<file path="src/hw/rtl/glmd_pkg.sv">
// shared types, constants and helpers for the grid local maxima detector
// no dependencies; imported by every glmd module
`default_nettype none

package glmd_pkg;

  // grid geometry limits
  localparam int ROW_LIMIT       = 1024;
  localparam int COORD_W         = 10;
  localparam int CFG_W           = 11;
  localparam int CFG_IDX_W       = 2;

  // parameter defaults
  localparam int MAX_COLS_DEF    = 1024;
  localparam int VALUE_WIDTH_DEF = 16;

  // result queue geometry
  localparam int Q_DEPTH         = 4;
  localparam int Q_PTR_W         = 2;
  localparam int Q_CNT_W         = 3;

  // configuration register indexes
  localparam logic [CFG_IDX_W-1:0] CFG_IDX_GRID_ROWS = 2'd0;
  localparam logic [CFG_IDX_W-1:0] CFG_IDX_GRID_COLS = 2'd1;

  // bit positions of the hit mask, in delivery order
  localparam int HIT_ABOVE = 0;  // cell above the input
  localparam int HIT_LEFT  = 1;  // last-row cell left of the input
  localparam int HIT_SELF  = 2;  // the input itself, when it ends the last row
  localparam int HIT_W     = 3;

  // one classified input with at least one local maximum
  typedef struct packed {
    logic [HIT_W-1:0]   hits;
    logic [COORD_W-1:0] row;
    logic [COORD_W-1:0] col;
  } peak_entry_t;

  // queue status seen by the front and the back
  typedef struct packed {
    logic full;
    logic not_empty;
  } q_status_t;

  // register value to index of the last row or column, zero acts as one,
  // values above the limit saturate
  function automatic logic [COORD_W-1:0] clamp_last(input logic [CFG_W-1:0] v,
                                                    input logic [CFG_W-1:0] lim);
    logic [CFG_W-1:0] t;
    if (v == '0) begin
      t = '0;
    end else if (v > lim) begin
      t = lim - CFG_W'(1);
    end else begin
      t = v - CFG_W'(1);
    end
    return t[COORD_W-1:0];
  endfunction

endpackage

`default_nettype wire

</file>
<file path="src/hw/rtl/glmd_queue.sv">
// short queue of classified entries between front and back
// depends on glmd_pkg
`default_nettype none

module glmd_queue (
  input  wire logic                   clk,
  input  wire logic                   rst_n,
  input  wire logic                   push,
  input  wire glmd_pkg::peak_entry_t  push_entry,
  input  wire logic                   pop,
  output glmd_pkg::peak_entry_t       head_entry,
  output glmd_pkg::q_status_t         status
);
  import glmd_pkg::*;

  peak_entry_t        mem_r [Q_DEPTH];
  logic [Q_PTR_W-1:0] wr_ptr_r, rd_ptr_r;
  logic [Q_CNT_W-1:0] cnt_r, cnt_nxt;
  logic               do_push, do_pop;

  assign status.full      = (cnt_r == Q_CNT_W'(Q_DEPTH));
  assign status.not_empty = (cnt_r != '0);
  assign do_push          = push && !status.full;
  assign do_pop           = pop && status.not_empty;
  assign head_entry       = mem_r[rd_ptr_r];

  // occupancy
  always_comb begin
    cnt_nxt = cnt_r;
    if (do_push && !do_pop) begin
      cnt_nxt = cnt_r + Q_CNT_W'(1);
    end else if (do_pop && !do_push) begin
      cnt_nxt = cnt_r - Q_CNT_W'(1);
    end
  end

  // pointers
  always_ff @(posedge clk) begin
    if (!rst_n) begin
      wr_ptr_r <= '0;
      rd_ptr_r <= '0;
      cnt_r    <= '0;
    end else begin
      if (do_push) begin
        wr_ptr_r <= wr_ptr_r + Q_PTR_W'(1);
      end
      if (do_pop) begin
        rd_ptr_r <= rd_ptr_r + Q_PTR_W'(1);
      end
      cnt_r <= cnt_nxt;
    end
  end

  // entry storage
  always_ff @(posedge clk) begin
    if (do_push) begin
      mem_r[wr_ptr_r] <= push_entry;
    end
  end

endmodule

`default_nettype wire

</file>
<file path="config.mk">
export PLATFORM = sky130hd
export DESIGN_NAME = glmd_queue
export DESIGN_NICKNAME = d
export VERILOG_FILES = /design/src/hw/rtl/glmd_pkg.sv /design/src/hw/rtl/glmd_queue.sv
export SDC_FILE = /design/constraint.sdc
export NUM_CORES = 1
export LEC_CHECK = 0
export ABC_AREA = 1
export BUFFER_PORTS_ARGS = -buffer_cell sky130_fd_sc_hd__clkbuf_2
export CORE_UTILIZATION = 35
export CTS_CLUSTER_DIAMETER = 60
export DETAILED_ROUTE_END_ITERATION = 10
export PLACE_DENSITY_LB_ADDON = 0.12
export SLEW_MARGIN = 20
export SYNTH_ARGS = -nofsm -noshare
export SYNTH_HDL_FRONTEND = slang
export SYNTH_SLANG_ARGS = --single-unit
</file>
<file path="constraint.sdc">
create_clock -name clk -period 3.05 [get_ports clk]
set_input_delay 0.4575 -clock clk [delete_from_list [all_inputs] [get_ports clk]]
set_output_delay 0.4575 -clock clk [all_outputs]
set_load 0.03 [all_outputs]
</file>
# After elaboration in Yosys (flattened, before gate mapping)

Memories as Yosys holds them, arrays and structs flattened. A register that Yosys moved wholly into a read port is not among the register bits.
Index checks and enable logic that the tools add are counted.

Memories: 1
Register bits: 7
RAM bits: 92
Output and inout bits: 25
Input bits: 27

Add/subtract/negate cells: 4
Reductions and logical operators: 9
Multiplexer cells: 6
Eq/ne operators: 1

Memories:

| name  | words | width | rd ports | clocked after Yosys merged registers in | write ports | RTL line         | text |
|---|---|---|---|---|---|---|---|
| mem_r | 4     | 23    | 1        | 1                                       | 1           | glmd_queue.sv:16 | `peak_entry_t mem_r [Q_DEPTH];` |

Operators by type and width:

| cell                  | count |
|---|---|
| $mux W3               | 2 |
| $add A2 B1 Y2 const B | 2 |
| $logic_and A1 B1 Y1   | 4 |
| $mux W2               | 2 |
| $add A3 B1 Y3 const B | 1 |
| $eq A3 B3 Y1 const B  | 1 |
| $logic_not A1 Y1      | 3 |
| $reduce_bool A3 Y1    | 1 |
| $sub A3 B1 Y3 const B | 1 |
| $mux W1               | 2 |
| $reduce_bool A2 Y1    | 1 |

# Logic depth before layout (Yosys ltp)

Word-level depth: 7
Mapped depth: 13
Depth with buffers taken out: 13

# Least setup slack after synthesis

No wires, ideal clock.

Path type: flip-flop to flip-flop
From: register cnt_r[0]
To: memory mem_r[0][0] (netlist bit), enable pin
Path buffers: 0
Arrival time: 1.603 ns
Cell stages (with the launch flop): 5
Setup slack: 1.044 ns
Period minus slack after synthesis: 2.006 ns
Library setup time: 0.403 ns
Path through: dfxtp_1 nor2_2 nand2_2 nand2_2 nor2_1

Cells in the longest elaborated chain, start to end: 5

Ends and longest elaborated chain:

| item                          | RTL line         | text |
|---|---|---|
| start, declared               | glmd_queue.sv:18 | `logic [Q_CNT_W-1:0] cnt_r, cnt_nxt;` |
| start signal, assigned        | glmd_queue.sv:50 | `cnt_r <= cnt_nxt;` |
| $eq A3 B3 Y1                  | glmd_queue.sv:21 | `assign status.full = (cnt_r == Q_CNT_W'(Q_DEPTH));` |
| $logic_not A1 Y1              | glmd_queue.sv:23 | `assign do_push = push && !status.full;` |
| $logic_and A1 B1 Y1           | glmd_queue.sv:23 |  |
| $mux W1                       | glmd_queue.sv:56 | `if (do_push) begin` |
| $mux W1 (implied by the code) | glmd_queue.sv:57 | `mem_r[wr_ptr_r] <= push_entry;` |
| end, declared                 | glmd_queue.sv:16 |  |

No other way between the ends.

==> impl_metrics.csv <==
group,metric,value,unit
routing,vias,2341,
worst_hold_path,hold_path_depth,1,
routing,wl_met1,3.69,mm
layout,regArea,2940,µm²
routing,post-route-drc-count,0,
placement,gp_congestion,0.695,
cts,cts_max_path_buffers,2,
floorplan,ios,52,
synth,synthCells,291,
pwr,cellInternalPower,0.00230,W
pwr,p_sw_frac,0.372,
routing,dr.pass1.iters,4,
routing,viasPerCell,4.76,
grt,gr-total-overflow,0,
pwr,power.share.clock,0.197,
critical_path,cp.arrival,1.98,ns
cts,numCtsBuffers,9,
timing,skew,0.00471,ns
placement,hpwlAfterDp,4.73,mm
placement,pre_cts_ws,0.973,ns
floorplan,start_util,0.361,
layout,layout-drive-gt1-share,0.239,
layout,final_nets,380,
placement,io_buffers,51,
timing,slew_viol_final,0,
synth,synthDistinctLibCells,22,
routing,drt_wl_total,7.82,mm
floorplan,fp.dieArea,11700,µm²
layout,antenna_cells,0,
cts,clk_pin_slew,0.09,ns
critical_path,critPathKind,"reg2out",
synth,yosysSeqAreaShare,0.749,
critical_path,ff2ff_path_depth,9,
cts,post_cts_buffers,0,
routing,avgRoutedWirePerCell,15.9,µm
worst_hold_path,min-delay-path-class,"in2reg",
timing,clock.fmax,0.411,GHz
critical_path,critical_path.max_fanout,26,
timing,tightest_slew,0.554,ns
floorplan,core.rowCount,38,
routing,highest_layer,"met4",
cts,htree_levels,3,
routing,wl_met3,370,µm
synth,netlist_area,3930,µm²
pwr,p_comb_frac,0.317,
cts,cts_hold_buf,0,
grt,antenna_found_initial,0,
pwr,ir_worst_vdd,361,µV
grt,grt_first_pass_wirelength,12.5,mm
pwr,power_frac_seq,0.487,
timing,finalHoldViolCount,0,
timing,setup_slack,0.615,ns
timing,post-route-period-util,0.798,
layout,num-fill-cells,1065,
synth,synth_seq_cells,101,
floorplan,die_y,108,µm
timing,fin_setup_tns,0,ns
status,status,"complete, no violations",
synth,avgSynthCellArea,13.5,µm²
routing,drt_iter0_drc,90,
pwr,power.switching,0.00136,W
critical_path,reg2reg_slack,1.20,ns
timing,period_needed,2.43,ns
grt,track_usage,0.148,
job,max-cap-violations,0,
routing,wl_met2,3.68,mm
timing,hold_ws,0.320,ns
layout,multi_input_comb_area,817,µm²
critical_path,start_kind,"flip-flop",
cts,clk-insertion-delay-late,0.35,ns
critical_path,required,2.59,ns
grt,grt_start_max_net_pins,47,
critical_path,end_kind,"primary output",
cts,cts.sinks,101,
timing,grt_setup_unrepaired,"no",
pwr,power_leakage,1.63,nW
synth,synth_nets,324,
grt,first_global_vias,2342,
timing,setup_viol,0,
cts,tritoncts,"yes",
layout,areaGrowthSynthToFinish,13.9,%
floorplan,core_area,10900,µm²
floorplan,die-width,108,µm
pwr,p_per_area,819,nW/µm²
cts,ctsResizeCount,0,
synth,ys_warn_count,0,
timing,slew_headroom,0.630,
routing,postRouteAntennaNets,0,
cts,root_buffer,"clkbuf_8",
Yosys cell counts (all sizes together):
cell / count / area share
o22ai: 23 / 0.037
nand3b: 1 / 0.0019
o21ai: 47 / 0.060
clkbuf: 1 / 0.0013
a21oi: 3 / 0.0038
ha: 5 / 0.016
buf: 12 / 0.026
nor2: 60 / 0.058
fa: 1 / 0.0051
nand2: 15 / 0.017
nand3: 4 / 0.0051
inv: 17 / 0.018
edfxtp: 92 / 0.70
dfxtp: 9 / 0.046
xor2: 1 / 0.0022
state kept, by name, indices dropped and copies added (netlist names), named ones only:
| name | cells |
|---|---|
| cnt_r | 3 |
| mem_r | 92 |
| rd_ptr_r | 2 |
| wr_ptr_r | 2 |
layout by cell type, fill, tap and decap left out, types with 7 or more instances in the layout:
cell      netlist  final
edfxtp_1       92     92
nor2_1         59     55
clkbuf_2        1     51
o21ai_0        30     30
o22ai_1        23     23
o21ai_1        17     17
inv_1          14     14
nand2_1        11     11
clkbuf_8        0      9
dfxtp_1         9      8
buf_4           2      7
logic make-up (layout without fill, tap and decap cells):
logic type      after synthesis  in the layout  synth area share
compound gates               73             73             0.100
xor+xnor                      1              1           0.00223
fa+ha+maj                     6              6            0.0210
buf+inv                      30             91            0.0455
flops                       101            101             0.749
simple gates                 80             80            0.0818
per-layer routing:
metal	global-route usage	vias to the layer above
li1	-	1159
met1	0.191	1139
met2	0.234	37
met3	0.0470	6
met4	0.0528	0
met5	0	-
area by class of cell:
cell class | instances | area share
Sequential cell | 101 | 0.658
Multi-Input combinational cell | 160 | 0.183
Timing Repair Buffer | 58 | 0.0688
Tap cell | 140 | 0.0391
Clock buffer | 11 | 0.0294
Inverter | 17 | 0.0159
Clock inverter | 5 | 0.00615
final timing paths:
kind,from,end
min,push_entry[0],mem_r[1][0]
max,flip-flop,head_entry[7]
max reg2reg,cnt_r[1],cnt_r[1]
min reg2reg,rd_ptr_r[0],flip-flop
worst max-delay path: stages (launching register included):
cell and delay, ns:
dfxtp_2 0.67, buf_4 0.36, o21ai_0 0.14, o22ai_1 0.21, clkbuf_2 0.23
power by group through the flow:
stage	clock (W)	combinational [W]	sequential (W)
floorplan	0	0.000916	0.00176
global placement	0	0.00118	0.00182
detailed placement	0	0.00118	0.00182
CTS	0.000755	0.00118	0.00179
global route	0.000815	0.00128	0.00181
finish	0.000720	0.00116	0.00178
per-stage QoR:
step,cells,total power (W),util,area [µm²]
after floorplan,291,0.00268,-,3930
after global placement,476,0.00300,0.396,4320
after detailed placement,476,0.00300,0.396,4320
after CTS,492,0.00373,0.411,4470
after global routing,492,0.00390,0.411,4470
final,492,0.00366,0.411,4470
Note: power is estimated with default switching activity, not from simulation.
