===== src/hw/rtl/glmd_pkg.sv =====
// shared types, constants and helpers for the grid local maxima detector
// no dependencies; imported by every glmd module
`default_nettype none

package glmd_pkg;

  // grid geometry limits
  localparam int ROW_LIMIT       = 1024;
  localparam int COORD_W         = 10;
  localparam int CFG_W           = 11;
  localparam int CFG_IDX_W       = 2;

  // parameter defaults
  localparam int MAX_COLS_DEF    = 1024;
  localparam int VALUE_WIDTH_DEF = 16;

  // result queue geometry
  localparam int Q_DEPTH         = 4;
  localparam int Q_PTR_W         = 2;
  localparam int Q_CNT_W         = 3;

  // configuration register indexes
  localparam logic [CFG_IDX_W-1:0] CFG_IDX_GRID_ROWS = 2'd0;
  localparam logic [CFG_IDX_W-1:0] CFG_IDX_GRID_COLS = 2'd1;

  // bit positions of the hit mask, in delivery order
  localparam int HIT_ABOVE = 0;  // cell above the input
  localparam int HIT_LEFT  = 1;  // last-row cell left of the input
  localparam int HIT_SELF  = 2;  // the input itself, when it ends the last row
  localparam int HIT_W     = 3;

  // one classified input with at least one local maximum
  typedef struct packed {
    logic [HIT_W-1:0]   hits;
    logic [COORD_W-1:0] row;
    logic [COORD_W-1:0] col;
  } peak_entry_t;

  // queue status seen by the front and the back
  typedef struct packed {
    logic full;
    logic not_empty;
  } q_status_t;

  // register value to index of the last row or column, zero acts as one,
  // values above the limit saturate
  function automatic logic [COORD_W-1:0] clamp_last(input logic [CFG_W-1:0] v,
                                                    input logic [CFG_W-1:0] lim);
    logic [CFG_W-1:0] t;
    if (v == '0) begin
      t = '0;
    end else if (v > lim) begin
      t = lim - CFG_W'(1);
    end else begin
      t = v - CFG_W'(1);
    end
    return t[COORD_W-1:0];
  endfunction

endpackage

`default_nettype wire


===== src/hw/rtl/glmd_back.sv =====
// back part: turns each queued hit mask into result transfers, one per ready cycle
// depends on glmd_pkg
`default_nettype none

module glmd_back (
  input  wire logic                         clk,
  input  wire logic                         rst_n,
  input  wire glmd_pkg::peak_entry_t        head_entry,
  input  wire glmd_pkg::q_status_t          q_status,
  output logic                              pop,
  output logic                              out_valid,
  input  wire logic                         out_ready,
  output logic [glmd_pkg::COORD_W-1:0]      out_peak_row,
  output logic [glmd_pkg::COORD_W-1:0]      out_peak_col,
  output logic                              out_last_of_run
);
  import glmd_pkg::*;

  logic               out_valid_r;
  logic [COORD_W-1:0] row_r, col_r;
  logic               last_r;
  logic [HIT_W-1:0]   done_r;

  logic [HIT_W-1:0]   rem, sel, after;
  logic               load;
  logic [COORD_W-1:0] sel_row, sel_col;

  assign rem  = head_entry.hits & ~done_r;
  assign load = q_status.not_empty && (!out_valid_r || out_ready);

  // pick the next hit in delivery order
  always_comb begin
    sel     = '0;
    sel_row = head_entry.row;
    sel_col = head_entry.col;
    priority if (rem[HIT_ABOVE]) begin
      sel[HIT_ABOVE] = 1'b1;
      sel_row        = head_entry.row - COORD_W'(1);
    end else if (rem[HIT_LEFT]) begin
      sel[HIT_LEFT]  = 1'b1;
      sel_col        = head_entry.col - COORD_W'(1);
    end else begin
      sel[HIT_SELF]  = 1'b1;
    end
  end

  assign after = rem & ~sel;
  assign pop   = load && (after == '0);

  // output register and progress through the head entry
  always_ff @(posedge clk) begin
    if (!rst_n) begin
      out_valid_r <= 1'b0;
      done_r      <= '0;
    end else begin
      if (load) begin
        out_valid_r <= 1'b1;
        done_r      <= (after == '0) ? '0 : (done_r | sel);
      end else if (out_ready) begin
        out_valid_r <= 1'b0;
      end
    end
  end

  always_ff @(posedge clk) begin
    if (load) begin
      row_r  <= sel_row;
      col_r  <= sel_col;
      last_r <= (after == '0);
    end
  end

  assign out_valid       = out_valid_r;
  assign out_peak_row    = row_r;
  assign out_peak_col    = col_r;
  assign out_last_of_run = last_r;

endmodule

`default_nettype wire


===== config.mk =====
export PLATFORM = sky130hd
export DESIGN_NAME = glmd_back
export DESIGN_NICKNAME = d
export VERILOG_FILES = /design/src/hw/rtl/glmd_pkg.sv /design/src/hw/rtl/glmd_back.sv
export SDC_FILE = /design/constraint.sdc
export NUM_CORES = 1
export LEC_CHECK = 0
export BUFFER_PORTS_ARGS = -buffer_cell sky130_fd_sc_hd__buf_2
export CAP_MARGIN = 25
export CORE_ASPECT_RATIO = 2
export CORE_UTILIZATION = 25
export CTS_CLUSTER_SIZE = 12
export DETAILED_ROUTE_END_ITERATION = 10
export PLACE_DENSITY = 0.58
export SLEW_MARGIN = 20
export SYNTH_ARGS = -nofsm -noshare
export SYNTH_HDL_FRONTEND = slang
export SYNTH_SLANG_ARGS = --single-unit

===== constraint.sdc =====
create_clock -name clk -period 2.9 [get_ports clk]
set_input_delay 0.145 -clock clk [delete_from_list [all_inputs] [get_ports clk]]
set_output_delay 0.145 -clock clk [all_outputs]
set_load 0.1 [all_outputs]

== Yosys cells after proc, flatten, opt, wreduce, memory -nomap -nowiden ==
Cells that the tools add are included.
Operators by class
  reductions and logical operators: 6
  mux-type cells: 10
  add/sub/neg operators: 2
  bitwise logic cells: 5
Operators by type and width (number)
  two-way mux 10 bit: 3
  subtractor 10 x 1 -> 10 bit, second input constant: 2
  AND 3 bit: 2
  NOT 3 bit: 2
  two-way mux 1 bit: 5
  logical NOT 3 bit: 1
  two-way mux 3 bit: 1
  bitwise OR 3 bit: 1
  logical AND 1 bit: 2
  two-way mux 2 bit: 1
  nonzero test 2 bit: 1
  logical NOT 1 bit: 1
  logical OR 1 bit: 1
Word-level totals
  logic and storage cells: 28
  register bits: 25
  output and inout bits: 23

== Logic depth before layout (Yosys ltp) ==
  depth in word-level cells: 8
  mapped depth: 6

== Worst setup path after synthesis ==
No wires, ideal clock.
  kind: reg2reg
  from: reg out_valid_r (netlist: out_valid)
  to: reg done_r[0]
  cell stages (with the launch flop): 5
  setup slack: 0.461 ns
  data required time: 2.768 ns
  arrival: 2.307 ns
  library setup time: 0.132 ns
  buffers on the path: 0
  path through: dfxtp_1 > nand2b_1 > and2_0 > and2_4 > nor3b_1
Between the ends
  longest elaborated chain between the ends: 3
RTL lines
  from (decl): line glmd_back.sv:19  | logic out_valid_r;
  from (signal assigned): line glmd_back.sv:53  | out_valid_r <= 1'b0;
  from (signal assigned): line glmd_back.sv:57  | out_valid_r <= 1'b1;
  from (signal assigned): line glmd_back.sv:60  | out_valid_r <= 1'b0;
  logical NOT 1 bit: line glmd_back.sv:29  | assign load = q_status.not_empty && (!out_valid_r || out_ready);
  logical OR 1 bit: line glmd_back.sv:29
  logical AND 1 bit: line glmd_back.sv:29
  via load: line glmd_back.sv:25  | logic load;
  to (signal assigned): line glmd_back.sv:58  | done_r <= (after == '0) ? '0 : (done_r | sel);
  to (decl): line glmd_back.sv:22  | logic [HIT_W-1:0] done_r;
The timed path passes the listed nets, and every way through them passes these cells.
A chain may end at the register's enable or synchronous reset.

== Worst setup path in the final report ==
  from: reg out_valid_r (netlist: out_valid)
  to: out pop
Between the ends
  longest elaborated chain between the ends: 4
RTL lines
  logical NOT 1 bit: line glmd_back.sv:29
  logical OR 1 bit: line glmd_back.sv:29
  logical AND 1 bit: line glmd_back.sv:29
  via load: line glmd_back.sv:25
  logical AND 1 bit: line glmd_back.sv:48  | assign pop = load && (after == '0);
  to (decl): line glmd_back.sv:10  | output logic pop,
The timed path passes the listed nets, and every way through them passes these cells.

==> results by group <==
Final layout
  – Ant diodes: 0
  – Final nets: 181
  – Design Area, Final: 1575 sq um
  – Layout area overhead: 29.26%
  – Commonest non-fill, non-tap cell in the layout: buf_2
  – Multi-input gate area in the final layout: 478.0 sq um
  – Commonest non-fill, non-tap cells in the layout: buf_2 (49), edfxtp_1 (21), xor2_1 (10)
  – # fillers: 531
  – Reg area: 710.7 sq um
  – Ratio of cells with drive above 1 in the final layout: 0.4067

Timing
  – Unrepaired setup endpoints after global routing: no
  – Relative slew slack: 0.6743
  – Max-slew violations: 0
  – Setup TNS: 0 ns
  – Fmax achieved: 0.5356 GHz
  – Slew @ Worst Pin: 0.4919 ns
  – Final Hold Vio Count: 0
  – Tmin final: 1.867 ns
  – Final Cycle Share: 0.6438
  – Clk_skew: 0.001187 ns
  – Final setup violation count: 0

Placement
  – I/O Buffers: 49
  – Post-DP HPWL: 1858 um
  – RD Place Congestion: 0.6839
  – Area of placed instances: 1529 sq um

Routing
  – DRT antenna net count: 0
  – DRT Pass-1 Iters: 2
  – Total vias in the final route: 888
  – Via/cell ratio: 4.332
  – Iter 0 DRT Violations: 6
  – DRC: 0
  – DR WL/cell: 11.06 um
  – WL final: 2268 um

Floorplanning
  – Initial Util: 0.2625
  – Die area: 5175 sq um
  – Rows: 35
  – Io pins: 51
  – Core area: 4642 sq um
  – Die W: 51.37 um
  – Die H: 100.7 um

Clock network
  – CTS tree: done
  – Clock root buffer: clkbuf_8
  – Clk buf depth: 2
  – H-tree depth: 1
  – Post_cts resized: 0
  – Num CTS Buffers: 3
  – Post-CTS setup buffer count: 0
  – Clock Sinks: 25
  – Clock latency on the worst-skew pair: 0.26 ns
  – Clock-pin transition on the worst setup and hold timing paths: 0.09 ns
  – Count of hold-fix buffers inserted at cts: 0

Pwr
  – Leak Pwr: 0.6649 nW
  – Pwr dens: 564.9 nW/um^2
  – VDD IR max: 0.2408 mV

Global route
  – Tot GR Track Use: 0.09441
  – First-pass GRT wire length: 3712 um
  – Vias in the first global route: 858
  – Grt ovf: 0
  – Largest net degree at the start of global routing: 26
  – Antenna violations before repair: 0

Critical path
  – R2r worst-path depth: 4
  – Reg2reg start: done_r[0]$_SDFFE_PN0P_
  – Setup crit end kind: output port
  – Crit Path Class: reg -> out
  – Worst Path Required: 2.76 ns
  – Worst-path fanout max: 25
  – Reg2Reg Capture Point: out_peak_col[6]$_DFFE_PP_
  – Critical Path AT: 1.72 ns
  – Worst Setup Start Kind: flip-flop
  – Setup slack, reg-to-reg: 1.39 ns

Hold path
  – Worst hold start: q_status[0]
  – Cell depth of the worst hold path: 3
  – WHS Endpoint: out_valid$_SDFFE_PN0P_
  – Class of the worst hold path: in -> reg

Synth
  – Syn Area/Cell: 12.56 sq um
  – Syn_nets: 127
  – Post-synth EDFFs: 21
  – Yosys top cell by area: edfxtp_1
  – Synth async-reset ratio: 0
  – Top cell type's share of synthesized area: 0.5175
  – Register area share after synthesis: 0.5832
  – Post-Synthesis Cells: 97
  – Top post-synthesis cells by area: edfxtp_1 (52%), xor2_1 (7.2%), dfxtp_1 (6.6%)
  – Netlist cell types: 30
  – Synthesized area: 1219 sq um
  – Top FF cell, synth: edfxtp_1
  – #FFs+latches synth: 25
  – Number of synthesis warnings: 0

Outcome
  – Outcome: completed

Run
  – Max-cap violations: 0
## worst max path at each step
stage / startpoint / end / slack [ns] / cells after the start
2_1_floorplan: out_valid$_SDFFE_PN0P_ / done_r[0]$_SDFFE_PN0P_ / 0.46 / 4
3_3_place_gp: out_valid$_SDFFE_PN0P_ / pop / 1.32 / 5
3_5_place_dp: out_valid$_SDFFE_PN0P_ / pop / 1.31 / 5
4_1_cts: out_valid$_SDFFE_PN0P_ / pop / 0.99 / 5
5_1_grt: out_valid$_SDFFE_PN0P_ / pop / 0.91 / 5
6_report: out_valid$_SDFFE_PN0P_ / pop / 1.03 / 5
## cells by family after synthesis
kind of cell	after synthesis	share of synthesized area
and+or+nand+nor	40	0.2166
adders and majority gates	3	0.02874
DFF	25	0.5832
buffers and inverters	6	0.02464
xor gates and xnor gates	16	0.1150
AOI/OAI and AO/OA	7	0.03183
## flip-flops by register name, indices dropped and copies added (netlist names)
| register | count |
|---|---|
| out_peak_row | 10 |
| out_peak_col | 10 |
| out_valid | 1 |
| out_last_of_run | 1 |
| done_r | 3 |
## area by class of cell
| cell class | count | share of cell area |
|---|---|---|
| clock inverter | 1 | 0.003177 |
| clock buffer | 3 | 0.02621 |
| tap | 55 | 0.04369 |
| multi-input combinational | 66 | 0.3034 |
| timing repair buffer | 50 | 0.1604 |
| inverter | 5 | 0.01191 |
| sequential | 25 | 0.4512 |
## layer usage
metal | GRT usage | up-vias | share of wire
met1 | 0.08971 | 407 | 0.32
met5 | 0 | - | 0
met3 | 0.01056 | 2 | 0.049
met2 | 0.1938 | 24 | 0.62
met4 | 0.03119 | 0 | 0.0088
li1 | - | 455 | -
## stage by stage
step                cells  setup slack, ns  power, mW  utilization  hold WS, ns
floorplan              97           0.4610     0.6403            -       0.2838
global placement      201            1.315     0.6942       0.3294       0.4045
detailed placement    201            1.306     0.6962       0.3294       0.4120
CTS                   205           0.9931     0.9044       0.3394       0.1122
global route          205           0.9140     0.9261       0.3394       0.1417
finish                205            1.033     0.8898       0.3394       0.1185
## report_power, final
group | switching [mW] | internal, mW
combinational | 0.212 | 0.0508
sequential | 0.00565 | 0.417
clock | 0.109 | 0.0959
total | 0.326 | 0.564
## worst max-delay path: stages (launching register included)
cell	delay [ns]
dfxtp_1	0.32
nand2b_1	0.08
and2_0	0.12
buf_4	0.29
and2_4	0.22
buf_2	0.42
## synth_stat cells, drive strengths merged, types with 3 or more instances
cell type	instances
o21ai	4
or3	3
xnor2	6
edfxtp	21
inv	5
nor4	7
nand2	8
xor2	10
dfxtp	4
nand2b	5
nor2	3
Note: power is estimated with default switching activity, not from simulation.
